`src/design/hfc_pkg.sv`:
```
// Shared types and constants for the HDLC byte-stuffing framer.
`timescale 1ns / 1ps

package hfc_pkg;

  localparam logic [7:0]  FlagByte = 8'h7E;
  localparam logic [7:0]  EscByte  = 8'h7D;
  localparam logic [7:0]  EscXor   = 8'h20;
  localparam logic [15:0] CrcPoly  = 16'h8408;
  localparam logic [15:0] CrcSeed  = 16'hFFFF;

  localparam int unsigned FifoDepth = 2;
  localparam int unsigned FifoPtrW  = (FifoDepth > 1) ? $clog2(FifoDepth) : 1;
  localparam int unsigned FifoCntW  = $clog2(FifoDepth + 1);

  // One classified payload byte, as handed from the front to the back.
  typedef struct packed {
    logic        open_flag;
    logic [7:0]  data;
    logic        last;
    logic [15:0] fcs;
  } hfc_cmd_t;

endpackage

```
`src/design/hfc_front.sv`:
```
// Front end: accepts payload bytes, runs the CRC and tracks frame state.
`timescale 1ns / 1ps

module hfc_front import hfc_pkg::*; (
  input  logic       clk_i,
  input  logic       rst_ni,
  input  logic [7:0] data_byte_i,
  input  logic       last_byte_i,
  input  logic       in_valid_i,
  output logic       in_ready_o,
  input  logic       fifo_full_i,
  output logic       push_o,
  output hfc_cmd_t   cmd_o
);

  logic [15:0] crc_q, crc_d;
  logic        open_q, open_d;
  logic [15:0] crc_next;

  // Reflected CRC-16 over one byte, a bit per step.
  function automatic logic [15:0] hfc_crc_byte(input logic [15:0] crc, input logic [7:0] b);
    logic [15:0] c;
    c = crc ^ {8'h00, b};
    for (int k = 0; k < 8; k++) begin
      if (c[0]) begin
        c = (c >> 1) ^ CrcPoly;
      end else begin
        c = c >> 1;
      end
    end
    return c;
  endfunction

  assign crc_next   = hfc_crc_byte(crc_q, data_byte_i);
  assign in_ready_o = !fifo_full_i;
  assign push_o     = in_valid_i && !fifo_full_i;

  always_comb begin
    cmd_o.open_flag = !open_q;
    cmd_o.data      = data_byte_i;
    cmd_o.last      = last_byte_i;
    cmd_o.fcs       = ~crc_next;
  end

  always_comb begin
    crc_d  = crc_q;
    open_d = open_q;
    if (push_o) begin
      if (last_byte_i) begin
        crc_d  = CrcSeed;
        open_d = 1'b0;
      end else begin
        crc_d  = crc_next;
        open_d = 1'b1;
      end
    end
  end

  always_ff @(posedge clk_i or negedge rst_ni) begin
    if (!rst_ni) begin
      crc_q  <= CrcSeed;
      open_q <= 1'b0;
    end else begin
      crc_q  <= crc_d;
      open_q <= open_d;
    end
  end

endmodule

```
`src/design/hfc_fifo.sv`:
```
// Short command queue between the front end and the byte sequencer.
`timescale 1ns / 1ps

module hfc_fifo import hfc_pkg::*; (
  input  logic     clk_i,
  input  logic     rst_ni,
  input  logic     push_i,
  input  hfc_cmd_t cmd_i,
  input  logic     pop_i,
  output logic     full_o,
  output logic     empty_o,
  output hfc_cmd_t head_o
);

  hfc_cmd_t              mem_q [FifoDepth];
  logic [FifoPtrW-1:0]   wr_ptr_q, wr_ptr_d;
  logic [FifoPtrW-1:0]   rd_ptr_q, rd_ptr_d;
  logic [FifoCntW-1:0]   cnt_q, cnt_d;
  logic                  do_pop;

  localparam logic [FifoPtrW-1:0] PtrLast = FifoPtrW'(FifoDepth - 1);
  localparam logic [FifoCntW-1:0] CntFull = FifoCntW'(FifoDepth);

  assign full_o  = (cnt_q == CntFull);
  assign empty_o = (cnt_q == '0);
  assign head_o  = mem_q[rd_ptr_q];
  assign do_pop  = pop_i && !empty_o;

  always_comb begin
    wr_ptr_d = wr_ptr_q;
    rd_ptr_d = rd_ptr_q;
    cnt_d    = cnt_q;
    if (push_i) begin
      wr_ptr_d = (wr_ptr_q == PtrLast) ? '0 : wr_ptr_q + 1'b1;
    end
    if (do_pop) begin
      rd_ptr_d = (rd_ptr_q == PtrLast) ? '0 : rd_ptr_q + 1'b1;
    end
    if (push_i && !do_pop) begin
      cnt_d = cnt_q + 1'b1;
    end else if (!push_i && do_pop) begin
      cnt_d = cnt_q - 1'b1;
    end
  end

  always_ff @(posedge clk_i) begin
    if (push_i) begin
      mem_q[wr_ptr_q] <= cmd_i;
    end
  end

  always_ff @(posedge clk_i or negedge rst_ni) begin
    if (!rst_ni) begin
      wr_ptr_q <= '0;
      rd_ptr_q <= '0;
      cnt_q    <= '0;
    end else begin
      wr_ptr_q <= wr_ptr_d;
      rd_ptr_q <= rd_ptr_d;
      cnt_q    <= cnt_d;
    end
  end

endmodule

```
`src/design/hfc_back.sv`:
```
// Back end: walks each queued command and emits the stuffed byte stream.
`timescale 1ns / 1ps

module hfc_back import hfc_pkg::*; (
  input  logic       clk_i,
  input  logic       rst_ni,
  input  logic       head_valid_i,
  input  hfc_cmd_t   head_i,
  output logic       pop_o,
  output logic [7:0] out_byte_o,
  output logic       run_last_o,
  output logic       frame_end_o,
  output logic       out_valid_o,
  input  logic       out_ready_i
);

  typedef enum logic [2:0] {
    StOpen,
    StData,
    StFcsLo,
    StFcsHi,
    StClose
  } step_e;

  step_e      step_q, step_d, step_cur;
  logic       started_q, started_d;
  logic       esc_q, esc_d;
  logic       valid_q, valid_d;
  logic [7:0] byte_q, byte_d;
  logic       rlast_q, rlast_d;
  logic       fend_q, fend_d;
  logic       advance;
  logic       done;
  logic [7:0] src;
  step_e      step_after;

  assign advance  = head_valid_i && (!valid_q || out_ready_i);
  assign step_cur = started_q ? step_q : (head_i.open_flag ? StOpen : StData);

  always_comb begin
    src        = head_i.data;
    step_after = StClose;
    case (step_cur)
      StData: begin
        src        = head_i.data;
        step_after = StFcsLo;
      end
      StFcsLo: begin
        src        = head_i.fcs[7:0];
        step_after = StFcsHi;
      end
      StFcsHi: begin
        src        = head_i.fcs[15:8];
        step_after = StClose;
      end
      default: begin
        src        = head_i.data;
        step_after = StData;
      end
    endcase
  end

  always_comb begin
    step_d    = step_q;
    started_d = started_q;
    esc_d     = esc_q;
    byte_d    = byte_q;
    rlast_d   = rlast_q;
    fend_d    = fend_q;
    valid_d   = valid_q && !out_ready_i;
    done      = 1'b0;
    if (advance) begin
      valid_d = 1'b1;
      fend_d  = 1'b0;
      case (step_cur)
        StOpen: begin
          byte_d = FlagByte;
          step_d = StData;
        end
        StClose: begin
          byte_d = FlagByte;
          fend_d = 1'b1;
          done   = 1'b1;
        end
        default: begin
          if (!esc_q && (src == EscByte || src == FlagByte)) begin
            // First half of an escape pair; the same step repeats for the second.
            byte_d = EscByte;
            esc_d  = 1'b1;
            step_d = step_cur;
          end else begin
            byte_d = esc_q ? (src ^ EscXor) : src;
            esc_d  = 1'b0;
            step_d = step_after;
            done   = (step_cur == StData) && !head_i.last;
          end
        end
      endcase
      rlast_d   = done;
      started_d = !done;
    end
  end

  assign pop_o = advance && done;

  always_ff @(posedge clk_i or negedge rst_ni) begin
    if (!rst_ni) begin
      step_q    <= StData;
      started_q <= 1'b0;
      esc_q     <= 1'b0;
      valid_q   <= 1'b0;
      byte_q    <= '0;
      rlast_q   <= 1'b0;
      fend_q    <= 1'b0;
    end else begin
      step_q    <= step_d;
      started_q <= started_d;
      esc_q     <= esc_d;
      valid_q   <= valid_d;
      byte_q    <= byte_d;
      rlast_q   <= rlast_d;
      fend_q    <= fend_d;
    end
  end

  assign out_byte_o  = byte_q;
  assign run_last_o  = rlast_q;
  assign frame_end_o = fend_q;
  assign out_valid_o = valid_q;

endmodule

```
`src/design/async_hdlc_framer_crc16.sv`:
```
// Top level of the asynchronous HDLC byte-stuffing framer with CRC-16/X.25.
//
// Input channel: one payload byte per transfer (data_byte_i, last_byte_i),
// handshaked by in_valid_i / in_ready_o. Output channel: one byte of the
// stuffed, framed stream per transfer (out_byte_o, run_last_o, frame_end_o),
// handshaked by out_valid_o / out_ready_i.
// The front end runs the CRC and frame state in the cycle of the input
// transfer and queues a command in a two-entry queue. The back end emits one
// output byte per cycle from the queue head into an output register, while
// the queue holds a command and the receiver is not stalling. The first
// output byte of an item passes through the queue entry and then the output
// register. An item gives one byte for a plain byte, two for an escaped byte
// or a byte that opens a frame, three for an escaped byte that opens a frame,
// and up to eight for a single-byte frame.
// Reset clears the queue, the output register and the frame state, and seeds
// the CRC with all ones. When the receiver stalls, the output register holds;
// the queue keeps accepting until both entries are taken.
`timescale 1ns / 1ps

module async_hdlc_framer_crc16 import hfc_pkg::*; (
  input  logic       clk_i,
  input  logic       rst_ni,
  input  logic [7:0] data_byte_i,
  input  logic       last_byte_i,
  input  logic       in_valid_i,
  output logic       in_ready_o,
  output logic [7:0] out_byte_o,
  output logic       run_last_o,
  output logic       frame_end_o,
  output logic       out_valid_o,
  input  logic       out_ready_i
);

  hfc_cmd_t push_cmd;
  hfc_cmd_t head_cmd;
  logic     push, pop, full, empty;

  hfc_front u_front (
    .clk_i       (clk_i),
    .rst_ni      (rst_ni),
    .data_byte_i (data_byte_i),
    .last_byte_i (last_byte_i),
    .in_valid_i  (in_valid_i),
    .in_ready_o  (in_ready_o),
    .fifo_full_i (full),
    .push_o      (push),
    .cmd_o       (push_cmd)
  );

  hfc_fifo u_fifo (
    .clk_i   (clk_i),
    .rst_ni  (rst_ni),
    .push_i  (push),
    .cmd_i   (push_cmd),
    .pop_i   (pop),
    .full_o  (full),
    .empty_o (empty),
    .head_o  (head_cmd)
  );

  hfc_back u_back (
    .clk_i        (clk_i),
    .rst_ni       (rst_ni),
    .head_valid_i (!empty),
    .head_i       (head_cmd),
    .pop_o        (pop),
    .out_byte_o   (out_byte_o),
    .run_last_o   (run_last_o),
    .frame_end_o  (frame_end_o),
    .out_valid_o  (out_valid_o),
    .out_ready_i  (out_ready_i)
  );

endmodule

```
`config.mk`:
```
export PLATFORM = sky130hd
export DESIGN_NAME = async_hdlc_framer_crc16
export DESIGN_NICKNAME = d
export VERILOG_FILES = /design/src/design/hfc_pkg.sv /design/src/design/hfc_front.sv /design/src/design/hfc_fifo.sv /design/src/design/hfc_back.sv /design/src/design/async_hdlc_framer_crc16.sv
export SDC_FILE = /design/constraint.sdc
export NUM_CORES = 1
export LEC_CHECK = 0
export BUFFER_PORTS_ARGS = -buffer_cell sky130_fd_sc_hd__buf_2
export CORE_MARGIN = 4
export CORE_UTILIZATION = 49
export CTS_CLUSTER_DIAMETER = 120
export DETAILED_ROUTE_END_ITERATION = 8
export PLACE_DENSITY = 0.78
export SLEW_MARGIN = 20
export SYNTH_ARGS = -nofsm -noshare
export SYNTH_HDL_FRONTEND = slang
export SYNTH_HIERARCHICAL = 1
export SYNTH_SLANG_ARGS = --single-unit
```
`constraint.sdc`:
```
create_clock -name clk_i -period 6.81 [get_ports clk_i]
set_input_delay 0.681 -clock clk_i [delete_from_list [all_inputs] [get_ports clk_i]]
set_output_delay 0.681 -clock clk_i [all_outputs]
set_load 0.02 [all_outputs]
```
==> out/results.md <==
* number of antenna repair diodes: 0
* internal power: 0.00154 W
* final WL: 7.37 mm
* CTS-repair resized insts: 0
* total chip power: 0.00239 W
* global-route wire length before repair: 12.0 mm
* post-synthesis async set-or-reset flop share: 0.416
* final worst slack: 3.91 ns
* Worst Hold Class: input pin to asynchronous set/reset pin
* number of buffers inserted during clock tree synthesis: 9
* most frequent cells in the layout: 52 x sky130_fd_sc_hd__edfxtp_1, 28 x sky130_fd_sc_hd__nor2_1, 24 x sky130_fd_sc_hd__buf_2, 24 x sky130_fd_sc_hd__a21oi_1, 20 x sky130_fd_sc_hd__dfrtp_1
* leading cell type in the layout, fill and taps excluded: sky130_fd_sc_hd__edfxtp_1
* power per unit of standard cell area: 509 mW/mm^2
* Routed WL per cell: 16.9 um
* clock sink total: 89
* share of total power in the clock network: 0.151
* number of synthesized register bits: 89
* netlist area before placement: 0.00437 sq mm
* Worst Clk Skew: 0.00677 ns
* top cell type by total area after synthesis: sky130_fd_sc_hd__edfxtp_1
* Syn Inst Count: 305
* final setup fails: 0
* per-cell via count in the routed design: 5.35
* setup TNS: 0 ns
* initial antenna violation count: 0
* number of vias in the routed layout: 2331
* # port buffers: 24
* worst-case vdd ir drop: 191 uV
* count of different cell masters after synthesis: 53
* run status: completed
* classification of the worst setup path: register to register
* share of total power consumed by net switching: 0.354
* CP Capture Type: register
* maximum buffer depth of the clock tree: 2
* number of search-and-repair iterations in the first detailed-routing pass: 4
* total core area: 0.00872 sq mm
* clock slew at the register clock pins of the worst setup and hold paths: 0.08 ns
* share of the synthesized area in the top cell type: 0.357
* Final Wtd Congestion: 0.807
* post-layout minimum cycle time: 2.90 ns
* number of DRC markers after the initial detailed-route iteration: 123
* number of top-level pins: 25
* die outline width: 102 um
* worst slack at placement: 3.94 ns
* half-perimeter wire length after detailed placement: 5.05 mm
* Die Height: 102 um
* layout cells sized above 1: 0.323
* clock network latency to the later pin of the worst-skew pair: 0.35 ns
* Area Overhead vs Synth: 7.19%
* Max-slew headroom: 0.408
* initial core utilization: 0.501
* chain of cells forming the critical path: buf_4 > mux2_4 > nand4b_1 > a221oi_2 > o221ai_2 > a21oi_2 > nor2_1 > o21ai_1 > ha_1 > nor2_1 > xor2_1
* cell with the largest stage delay on the worst path: sky130_fd_sc_hd__buf_4
* max-slew violation count: 0
* Clk Tree Root Cell: sky130_fd_sc_hd__clkbuf_8
* f_max: 344 MHz
* worst hold slack across all endpoints: 0.434 ns
* Post-DRT Antenna Nets: 0
* RSZ-0062 raised after global routing: no
* number of enable flip-flop cells after synthesis: 52
* cell area after layout: 0.00468 sq mm
* Placed Area: 0.00449 sq mm
* net switching power: 0.000843 W
* Area contributors post-synth: sky130_fd_sc_hd__edfxtp_1 36%, sky130_fd_sc_hd__dfrtp_1 11%, sky130_fd_sc_hd__dfstp_2 10%
* total congestion overflow after global routing: 0
* post-route fraction of the period consumed by the critical path: 0.426
* cell repeated most along the worst path: sky130_fd_sc_hd__nor2_1
* pin count of the biggest net entering global routing: 38
* fraction of the yosys area taken by sequential cells: 0.574
* actual transition at the worst max-transition pin: 0.887 ns
* largest fanout on the critical path: 27
* total die area: 0.0105 sq mm
* critical path arrival: 3.18 ns
* Cell Rows: 34
* startpoint types: register
* dominant synthesized flop cell: sky130_fd_sc_hd__edfxtp_1
* Total Routing Usage GR: 0.152
* Nets: 337
* Yosys warnings: 6
* required time reported for the critical path endpoint: 7.09 ns
* number of DRC violations after detailed routing: 0
* max cap viols: 0
* CTS tree: yes
* hold-fix buffer count after cts: 0
* Setup Buffers After CTS: 0
* syn nets: 319
* total number of H-tree levels: 3
* number of global-route vias before repair: 2370
* number of endpoints with negative hold slack in the final report: 0
* sequential fraction of design power: 0.417
* delay of the slowest cell on the worst path: 0.39 ns
* power share of the combinational group: 0.432
* cell leakage power: 1.85 nW
* syn_area_per_cell: 14.3 sq um
logic make-up after synthesis:
logic type      Yosys count  share of synthesized area
flops                    89                      0.574
fa+ha+maj                 1                    0.00286
xor+xnor                 33                      0.112
compound gates           52                     0.0784
simple gates             66                     0.0770
buf+inv                  25                     0.0418
mux                      39                      0.114
cells in the mapped netlist, drive strengths merged (5+ instances only):
master	number
nor2	29
nand2	12
xnor3	5
xor2	7
dfrtp	20
mux2i	10
edfxtp	52
dfstp	17
buf	18
a21oi	31
o21ai	10
mux2	29
xnor2	17
through the flow:
stage | std cells | util
finish | 436 | 0.537
global route | 436 | 0.537
CTS | 436 | 0.537
detailed placement | 420 | 0.514
global placement | 420 | 0.514
floorplan | 305 | -
power groups by stage:
stage | Combinational (W) | Sequential (W) | Clock [W]
floorplan | 0.000851 | 0.000992 | 0
global placement | 0.00100 | 0.000995 | 0
detailed placement | 0.00103 | 0.00101 | 0
CTS | 0.00104 | 0.000998 | 0.000372
global route | 0.00113 | 0.00102 | 0.000393
finish | 0.00103 | 0.000996 | 0.000360
state kept, by name, summed over array words and instances, names as in the netlist:
name and cells:
u_fifo/cnt_q 2, u_front/crc_q 16, u_fifo/mem_q 52, u_back/out_valid_o 1
u_fifo/rd_ptr_q 1, u_back/frame_end_o 1, u_back/esc_q 1, u_back/out_byte_o 8
u_back/started_q 1, u_back/run_last_o 1, u_back/step_q 3, u_fifo/wr_ptr_q 1
u_front/open_q 1
metal layers:
| layer | track usage | vias up | part of all wire |
|---|---|---|---|
| li1 | - | 1130 | - |
| met1 | 0.206 | 1148 | 0.46 |
| met2 | 0.240 | 45 | 0.48 |
| met3 | 0.0416 | 8 | 0.047 |
| met4 | 0.0454 | 0 | 0.011 |
| met5 | 0 | - | 0 |
final timing paths:
check                                     startpoint                   end  slack [ns]  cells after the start
worst max-delay path                 u_fifo/rd_ptr_q       u_fifo/cnt_q[1]        3.91                     11
worst min-delay path                          rst_ni    u_back/out_valid_o        0.43                      1
worst max register to register       u_fifo/rd_ptr_q       u_fifo/cnt_q[1]        3.91                     11
worst min register to register  u_back/out_byte_o[0]  u_back/out_byte_o[0]        0.48                      2
max in group asynchronous                     rst_ni       u_fifo/wr_ptr_q        5.84                      1
min in group clk_i              u_back/out_byte_o[0]  u_back/out_byte_o[0]        0.48                      2
critical path, delay by kind of cell (launching register included):
| family | cells | cell delay (ns) |
|---|---|---|
| xor gates and xnor gates | 1 | 0.15 |
| and+or+nand+nor | 3 | 0.39 |
| muxes | 1 | 0.35 |
| DFF | 1 | 0.33 |
| AOI/OAI and AO/OA | 4 | 0.93 |
| adders and majority gates | 1 | 0.30 |
| buffers and inverters | 1 | 0.39 |
final cells by class:
| cell class | instances | area (sq um) |
|---|---|---|
| Clock inverter | 5 | 56.3 |
| Inverter | 5 | 18.8 |
| Multi-Input combinational cell | 191 | 1680 |
| Sequential cell | 89 | 2510 |
| Fill cell | 710 | 4040 |
| Clock buffer | 11 | 141 |
| Tap cell | 108 | 135 |
| Timing Repair Buffer | 27 | 143 |
Power figures use the tool's default switching activity.
